## config.mk

```make
export PLATFORM = sky130hd
export DESIGN_NAME = camera_goal_frame_tracker
export DESIGN_NICKNAME = d
export VERILOG_FILES = /design/src/sv/cgft_pkg.sv /design/src/sv/camera_goal_frame_tracker.sv
export SDC_FILE = /design/constraint.sdc
export NUM_CORES = 1
export LEC_CHECK = 0
export ABC_AREA = 1
export BUFFER_PORTS_ARGS = -buffer_cell sky130_fd_sc_hd__clkbuf_2
export CAP_MARGIN = 20
export CORE_MARGIN = 3
export CORE_UTILIZATION = 50
export DETAILED_ROUTE_END_ITERATION = 12
export GPL_TIMING_DRIVEN = 0
export PLACE_DENSITY_LB_ADDON = 0.25
export SETUP_SLACK_MARGIN = 0.1
export SKIP_LAST_GASP = 1
export SYNTH_ARGS = -nofsm -noshare
export SYNTH_HDL_FRONTEND = slang
export SYNTH_SLANG_ARGS = --single-unit
```

## constraint.sdc

```tcl
create_clock -name aclk -period 11.3 [get_ports aclk]
set_input_delay 2.26 -clock aclk [delete_from_list [all_inputs] [get_ports aclk]]
set_output_delay 2.26 -clock aclk [all_outputs]
set_load 0.05 [all_outputs]
```

## src/sv/cgft_pkg.sv

```systemverilog
// cgft_pkg: shared types and constants for the camera goal frame tracker
// no dependencies; imported by camera_goal_frame_tracker
`default_nettype none

package cgft_pkg;

    // input kinds carried on s_tuser
    localparam logic OP_BYTE = 1'b0;
    localparam logic OP_TICK = 1'b1;

    // goal colour register codes
    localparam logic [1:0] COLOR_BLUE   = 2'd1;
    localparam logic [1:0] COLOR_YELLOW = 2'd2;

    // register indexes on the configuration port
    localparam logic [1:0] REG_GOAL_COLOR   = 2'd0;
    localparam logic [1:0] REG_NEAR_LIMIT   = 2'd1;
    localparam logic [1:0] REG_FAR_LIMIT    = 2'd2;
    localparam logic [1:0] REG_RETURN_DELAY = 2'd3;

    localparam logic [1:0]  GOAL_COLOR_RST   = 2'd1;
    localparam logic [7:0]  NEAR_LIMIT_RST   = 8'd150;
    localparam logic [7:0]  FAR_LIMIT_RST    = 8'd160;
    localparam logic [15:0] RETURN_DELAY_RST = 16'd1000;

    localparam logic [7:0]  SYNC_BYTE     = 8'd255;
    localparam logic [7:0]  Y_SEEN_LIMIT  = 8'd250;
    localparam logic [11:0] ANGLE_OFFSET  = 12'd1210;
    localparam logic [2:0]  PAYLOAD_BYTES = 3'd5;
    localparam logic [15:0] ELAPSED_MAX   = 16'hFFFF;

    typedef struct packed {
        logic [7:0]  goal_x;
        logic [11:0] angle_tenths;
        logic        return_active;
        logic        goal_seen;
        logic        frame_ok;
    } result_t;

endpackage

`default_nettype wire

```

## src/sv/camera_goal_frame_tracker.sv

```systemverilog
// camera_goal_frame_tracker: six-byte camera frame parser with goal angle and return flag
// depends on cgft_pkg for codes, constants and the result struct
// output: a result is registered into the result or skid register on the footer byte transfer
// throughput: one input transfer per cycle while s_tready is high; a two-entry
// output buffer (result plus skid register) keeps s_tready high while m_tready is high
// reset: synchronous active-low aresetn clears framing, tracking state, buffer
// valid flags and loads the register defaults; the frame byte store is not reset
`default_nettype none

module camera_goal_frame_tracker
    import cgft_pkg::*;
(
    input  wire logic        aclk,
    input  wire logic        aresetn,

    input  wire logic        s_tvalid,
    output logic             s_tready,
    input  wire logic [7:0]  s_tdata,    // [7:0] rx_byte
    input  wire logic        s_tuser,    // [0] operation

    output logic             m_tvalid,
    input  wire logic        m_tready,
    output logic [23:0]      m_tdata,    // [0] goal_seen, [1] return_active,
                                         // [13:2] angle_tenths, [21:14] goal_x, [23:22] zero
    output logic             m_tuser,    // [0] frame_ok

    input  wire logic        psel,
    input  wire logic        penable,
    input  wire logic        pwrite,
    input  wire logic [3:0]  paddr,
    input  wire logic [31:0] pwdata,
    output logic [31:0]      prdata,
    output logic             pready
);

    // configuration registers
    logic [1:0]  goal_color_reg;
    logic [7:0]  near_limit_reg;
    logic [7:0]  far_limit_reg;
    logic [15:0] return_delay_reg;

    // tracking state
    logic [2:0]  bytes_seen_reg, bytes_seen_next;
    logic        discard_reg, discard_next;
    logic [7:0]  frame_store [0:4];
    logic [7:0]  prev_x_reg, prev_x_next;
    logic [7:0]  prev_y_reg, prev_y_next;
    logic [11:0] angle_reg, angle_next;
    logic        return_reg, return_next;
    logic [15:0] elapsed_reg, elapsed_next;

    // output buffer
    logic        out_valid_reg, skid_valid_reg;
    result_t     out_data_reg, skid_data_reg;

    logic        in_xfer, out_xfer, cfg_wr;
    logic        store_wr, push;
    result_t     result;
    logic        frame_good, seen;
    logic [7:0]  sel_y, sel_x;
    logic [15:0] elapsed_eff;
    logic        restart_timer;

    assign in_xfer  = s_tvalid && s_tready;
    assign out_xfer = m_tvalid && m_tready;
    assign cfg_wr   = psel && penable && pwrite && pready;
    assign pready   = 1'b1;

    assign s_tready = !skid_valid_reg;
    assign m_tvalid = out_valid_reg;
    assign m_tdata  = {2'b00, out_data_reg.goal_x, out_data_reg.angle_tenths,
                       out_data_reg.return_active, out_data_reg.goal_seen};
    assign m_tuser  = out_data_reg.frame_ok;

    // ---------------- configuration port ----------------
    always_ff @(posedge aclk) begin
        if (!aresetn) begin
            goal_color_reg   <= GOAL_COLOR_RST;
            near_limit_reg   <= NEAR_LIMIT_RST;
            far_limit_reg    <= FAR_LIMIT_RST;
            return_delay_reg <= RETURN_DELAY_RST;
        end else if (cfg_wr) begin
            unique case (paddr[3:2])
                REG_GOAL_COLOR:   goal_color_reg   <= pwdata[1:0];
                REG_NEAR_LIMIT:   near_limit_reg   <= pwdata[7:0];
                REG_FAR_LIMIT:    far_limit_reg    <= pwdata[7:0];
                REG_RETURN_DELAY: return_delay_reg <= pwdata[15:0];
                default: ;
            endcase
        end
    end

    always_comb begin
        unique case (paddr[3:2])
            REG_GOAL_COLOR:   prdata = {30'd0, goal_color_reg};
            REG_NEAR_LIMIT:   prdata = {24'd0, near_limit_reg};
            REG_FAR_LIMIT:    prdata = {24'd0, far_limit_reg};
            REG_RETURN_DELAY: prdata = {16'd0, return_delay_reg};
            default:          prdata = 32'd0;
        endcase
    end

    // ---------------- frame evaluation ----------------
    always_comb begin
        unique case (goal_color_reg)
            COLOR_BLUE: begin
                sel_y = frame_store[1];
                sel_x = frame_store[2];
            end
            COLOR_YELLOW: begin
                sel_y = frame_store[3];
                sel_x = frame_store[4];
            end
            default: begin
                // unknown colour reuses the last selected pair
                sel_y = prev_y_reg;
                sel_x = prev_x_reg;
            end
        endcase
    end

    assign frame_good    = (frame_store[0] == SYNC_BYTE) && (s_tdata == SYNC_BYTE);
    assign seen          = sel_y < Y_SEEN_LIMIT;
    assign restart_timer = (sel_x < near_limit_reg) && (near_limit_reg < prev_x_reg);
    assign elapsed_eff   = restart_timer ? 16'd0 : elapsed_reg;

    always_comb begin
        bytes_seen_next = bytes_seen_reg;
        discard_next    = discard_reg;
        prev_x_next     = prev_x_reg;
        prev_y_next     = prev_y_reg;
        angle_next      = angle_reg;
        return_next     = return_reg;
        elapsed_next    = elapsed_reg;
        store_wr        = 1'b0;
        push            = 1'b0;
        result          = '0;

        if (in_xfer) begin
            if (s_tuser == OP_TICK) begin
                if (elapsed_reg != ELAPSED_MAX) begin
                    elapsed_next = elapsed_reg + 16'd1;
                end
            end else if (discard_reg) begin
                discard_next = 1'b0;
            end else if (bytes_seen_reg < PAYLOAD_BYTES) begin
                store_wr        = 1'b1;
                bytes_seen_next = bytes_seen_reg + 3'd1;
            end else begin
                bytes_seen_next = 3'd0;
                push            = 1'b1;
                if (!frame_good) begin
                    // resync: drop the byte after a bad frame
                    discard_next         = 1'b1;
                    result.frame_ok      = 1'b0;
                    result.goal_seen     = 1'b0;
                    result.return_active = return_reg;
                    result.angle_tenths  = angle_reg;
                    result.goal_x        = prev_x_reg;
                end else begin
                    if (sel_x < near_limit_reg) begin
                        if (restart_timer) begin
                            elapsed_next = 16'd0;
                        end
                        if (elapsed_eff >= return_delay_reg) begin
                            return_next = 1'b1;
                        end
                    end
                    if (sel_x >= far_limit_reg) begin
                        return_next = 1'b0;
                    end
                    if (seen) begin
                        angle_next = {2'b00, sel_y, 2'b00} + ANGLE_OFFSET;
                    end
                    prev_x_next          = sel_x;
                    prev_y_next          = sel_y;
                    result.frame_ok      = 1'b1;
                    result.goal_seen     = seen;
                    result.return_active = return_next;
                    result.angle_tenths  = angle_next;
                    result.goal_x        = sel_x;
                end
            end
        end
    end

    always_ff @(posedge aclk) begin
        if (!aresetn) begin
            bytes_seen_reg <= 3'd0;
            discard_reg    <= 1'b0;
            prev_x_reg     <= 8'd0;
            prev_y_reg     <= 8'd0;
            angle_reg      <= 12'd0;
            return_reg     <= 1'b0;
            elapsed_reg    <= 16'd0;
        end else begin
            bytes_seen_reg <= bytes_seen_next;
            discard_reg    <= discard_next;
            prev_x_reg     <= prev_x_next;
            prev_y_reg     <= prev_y_next;
            angle_reg      <= angle_next;
            return_reg     <= return_next;
            elapsed_reg    <= elapsed_next;
        end
    end

    always_ff @(posedge aclk) begin
        if (store_wr) begin
            frame_store[bytes_seen_reg] <= s_tdata;
        end
    end

    // ---------------- output buffer ----------------
    always_ff @(posedge aclk) begin
        if (!aresetn) begin
            out_valid_reg  <= 1'b0;
            skid_valid_reg <= 1'b0;
        end else begin
            if (out_xfer) begin
                if (skid_valid_reg) begin
                    out_valid_reg  <= 1'b1;
                    skid_valid_reg <= 1'b0;
                end else begin
                    out_valid_reg <= push;
                end
            end else if (!out_valid_reg) begin
                out_valid_reg <= push;
            end else if (push) begin
                skid_valid_reg <= 1'b1;
            end
        end
    end

    always_ff @(posedge aclk) begin
        if (out_xfer) begin
            if (skid_valid_reg) begin
                out_data_reg <= skid_data_reg;
            end else begin
                out_data_reg <= result;
            end
        end else if (!out_valid_reg) begin
            out_data_reg <= result;
        end else if (push) begin
            skid_data_reg <= result;
        end
    end

endmodule

`default_nettype wire
```

==> impl_results.md <==
- Site Rows: 48
- DRT antenna net count: 0
- Ys async rst share: 0%
- RSZ-0062 raised after global routing: no
- CTS clk-pin slew, worst paths: 70 ps
- Area of the die: 0.01946 sq mm
- Pre-Repair DR Iteration Count: 5
- DR WL/cell: 14.59 um
- Area growth syn-to-layout: 15.21%
- Via count: 7348
- CTS tree: built
- IO Pins: 112
- HP Start: angle_reg[0]$_SDFFE_PN0P_
- Hold Crit Class: flip-flop to flip-flop
- First-iteration detailed-routing DRC count: 618
- Syn avg cell area: 8.235 sq um
- P_leak: 4.896 nW
- Wirelength, routed: 20890 um
- Final cell count without fillers: 1432
- Total global routing overflow: 0
- TritonCTS buffer count: 17
- Remaining DRCs: 0
- Skew final: 10.74 ps
- Starting Density: 51.33%
- Max cap viols: 0
- Port Buf Inserts: 73
- Pin count of the biggest net entering global routing: 24
- GRT Util Overall: 21.76%
- Flops & latches, synth: 171
- Clk Latency, worst-skew pair: 430 ps
- Slew Viols, Final: 0
- Vias in the first global route: 6682
- Mapped Cells: 1082
- Gpl congestion: 0.8813
- Sequential-to-total area share from yosys stat: 48.08%
- R2r startpoint: goal_color_reg[1]$_SDFFE_PN0P_
- # setup viols final: 0
- Pwr/cell area: 135.0 mW/mm^2
- First-pass GRT wire length: 34200 um
- Vias per cell: 5.131
- Actual slew at the worst max-slew pin: 980.8 ps
- Critical path origin: paddr[3]
- DP Cell Count: 1399
- Floorplan core area: 0.01736 sq mm
- Post-route cell area: 0.01026 sq mm
- CTS resizes: 0
- # nets final: 1289
- FMAX: 171.6 MHz
- Area of placed instances: 0.009664 sq mm
- Max VDD drop: 0.1075 mV
- # H-tree levels: 4
- Post-CTS Setup Repair Bufs: 0
- Final clock period utilization by the worst path: 51.57%
- Crit path capture type: output pin
- Root buf cell: clkbuf_16
- Initial antenna violation count: 0
- Post-synthesis cell type count: 43
- Yosys warns: 0
- Clk sink count: 171
- Status: finished clean
- Critical-path cell list: clkbuf_2 > inv_1 > nor2_1 > inv_1 > o22ai_1 > a21oi_1 > o21ai_0 > clkbuf_2
- Critical setup path kind: input port to output pin
- Dpl hpwl: 15750 um
- Critical Path RT: 9040 ps
- Slowest cell delay on critical path: 420 ps
- Longest Clk Path Bufs: 2
- CTS Hold Bufs: 0
- Mapped Area: 0.008910 sq mm
- Final number of hold-violating endpoints: 0
- CP Max Fanout: 8
- Antenna Cells: 0
- Worst EP arrival: 3570 ps
- Setup TNS: 0 ps
- Die X-Extent: 139.5 um
- Die height: 139.5 um
- Top_reg_cell synth: edfxtp_1
- Max reg flops: 40
- Max_slew headroom: 34.07%
- EDFF count, synth: 86
- Layout cell share with drive strength beyond 1: 15.82%
- CP max stage cell: nor2_1
- Final min period: 5828 ps
- Crit start category: input port
==> path summary, 6_finish.rpt <==
path | end | slack [ps] | depth (start not counted)
worst max register to register | m_tdata[1]$_DFFE_PN_ | 6670 | 27
worst min register to register | angle_reg[0]$_SDFFE_PN0P_ | 440 | 2
worst min-delay path | angle_reg[0]$_SDFFE_PN0P_ | 440 | 2
worst max-delay path | prdata[1] | 5470 | 8
==> layer usage <==
metal | track usage (%) | part of all wire [%] | wire [um] | up-vias
li1 | - | - | - | 3748
met2 | 33.61 | 45 | 9354 | 200
met4 | 6.025 | 0.94 | 197 | 0
met5 | 0 | 0 | 0 | -
met3 | 4.880 | 6.3 | 1318 | 13
met1 | 30.98 | 48 | 10020 | 3387
==> through the flow <==
| stage | hold WS (ps) | setup slack, ps | power, mW | utilization, % |
|---|---|---|---|---|
| CTS | 436.0 | 5488 | 1.393 | 59.10 |
| floorplan | 415.4 | 5539 | 0.7813 | - |
| detailed placement | 427.0 | 5492 | 0.8184 | 55.68 |
| global route | 461.9 | 5359 | 1.436 | 59.14 |
| global placement | 425.2 | 5486 | 0.8155 | 55.43 |
| finish | 435.8 | 5472 | 1.386 | 59.14 |
==> cell families after synthesis <==
family / after synthesis / synth area share (%)
XOR/XNOR: 12 / 1.180
other: 2 / 0.08429
AO/OA/AOI/OAI: 179 / 11.88
flip-flops: 171 / 48.08
AND/OR/NAND/NOR: 467 / 22.16
adder cells (fa/ha/maj): 43 / 6.039
buffers and inverters: 208 / 10.57
==> power by group <==
group | internal (mW) | leakage (nW) | switching, mW | total [mW]
registers | 0.657 | 1.55 | 0.00791 | 0.665
clock network | 0.329 | 0.291 | 0.250 | 0.579
logic | 0.0451 | 3.05 | 0.0965 | 0.142
==> cells in the final DEF (no fill, tap or decap), types with 14 or more instances in the layout <==
| master | synthesis | final |
|---|---|---|
| nand2_1 | 268 | 268 |
| inv_1 | 137 | 138 |
| nor2_1 | 97 | 96 |
| edfxtp_1 | 86 | 86 |
| dfxtp_1 | 85 | 85 |
| clkbuf_2 | 1 | 74 |
| a21oi_1 | 66 | 66 |
| nand3_1 | 58 | 58 |
| o21ai_0 | 53 | 53 |
| ha_1 | 43 | 43 |
| buf_4 | 24 | 25 |
| clkbuf_16 | 0 | 20 |
| conb_1 | 2 | 19 |
| clkbuf_1 | 13 | 14 |
| o211ai_1 | 14 | 14 |
==> Yosys cell counts (8+ instances only) <==
cell type	number	share of area, %
o21ai_1	9	0.51
o211ai_1	14	1.2
nand4_1	12	0.84
dfxtp_1	85	19
nor2_1	97	4.1
o21a_1	8	0.67
a21oi_1	66	3.7
ha_1	43	6.0
clkbuf_1	13	0.55
buf_2	12	0.67
nand3_1	58	3.3
inv_1	137	5.8
nand2_1	268	11
inv_2	11	0.46
buf_4	24	2.0
o21ai_0	53	3.0
edfxtp_1	86	29
a221o_1	8	0.90
xor2_1	12	1.2
==> critical path, delay by kind of cell <==
kind / cells / cell delay (ps)
buffers and inverters: 4 / 590
AND/OR/NAND/NOR: 1 / 420
AO/OA/AOI/OAI: 3 / 290
==> area by class of cell <==
class / instances / area [sq um]
well taps: 225 / 281.5
inverters: 151 / 569.3
clock buffers: 22 / 518.0
plain buffers: 57 / 372.9
fillers: 1578 / 7092
clock inverters: 10 / 75.07
multi-input cells: 720 / 3769
flip-flops and latches: 171 / 4284
repair buffers: 76 / 395.4
No activity file was read; power rests on OpenSTA's default activity.
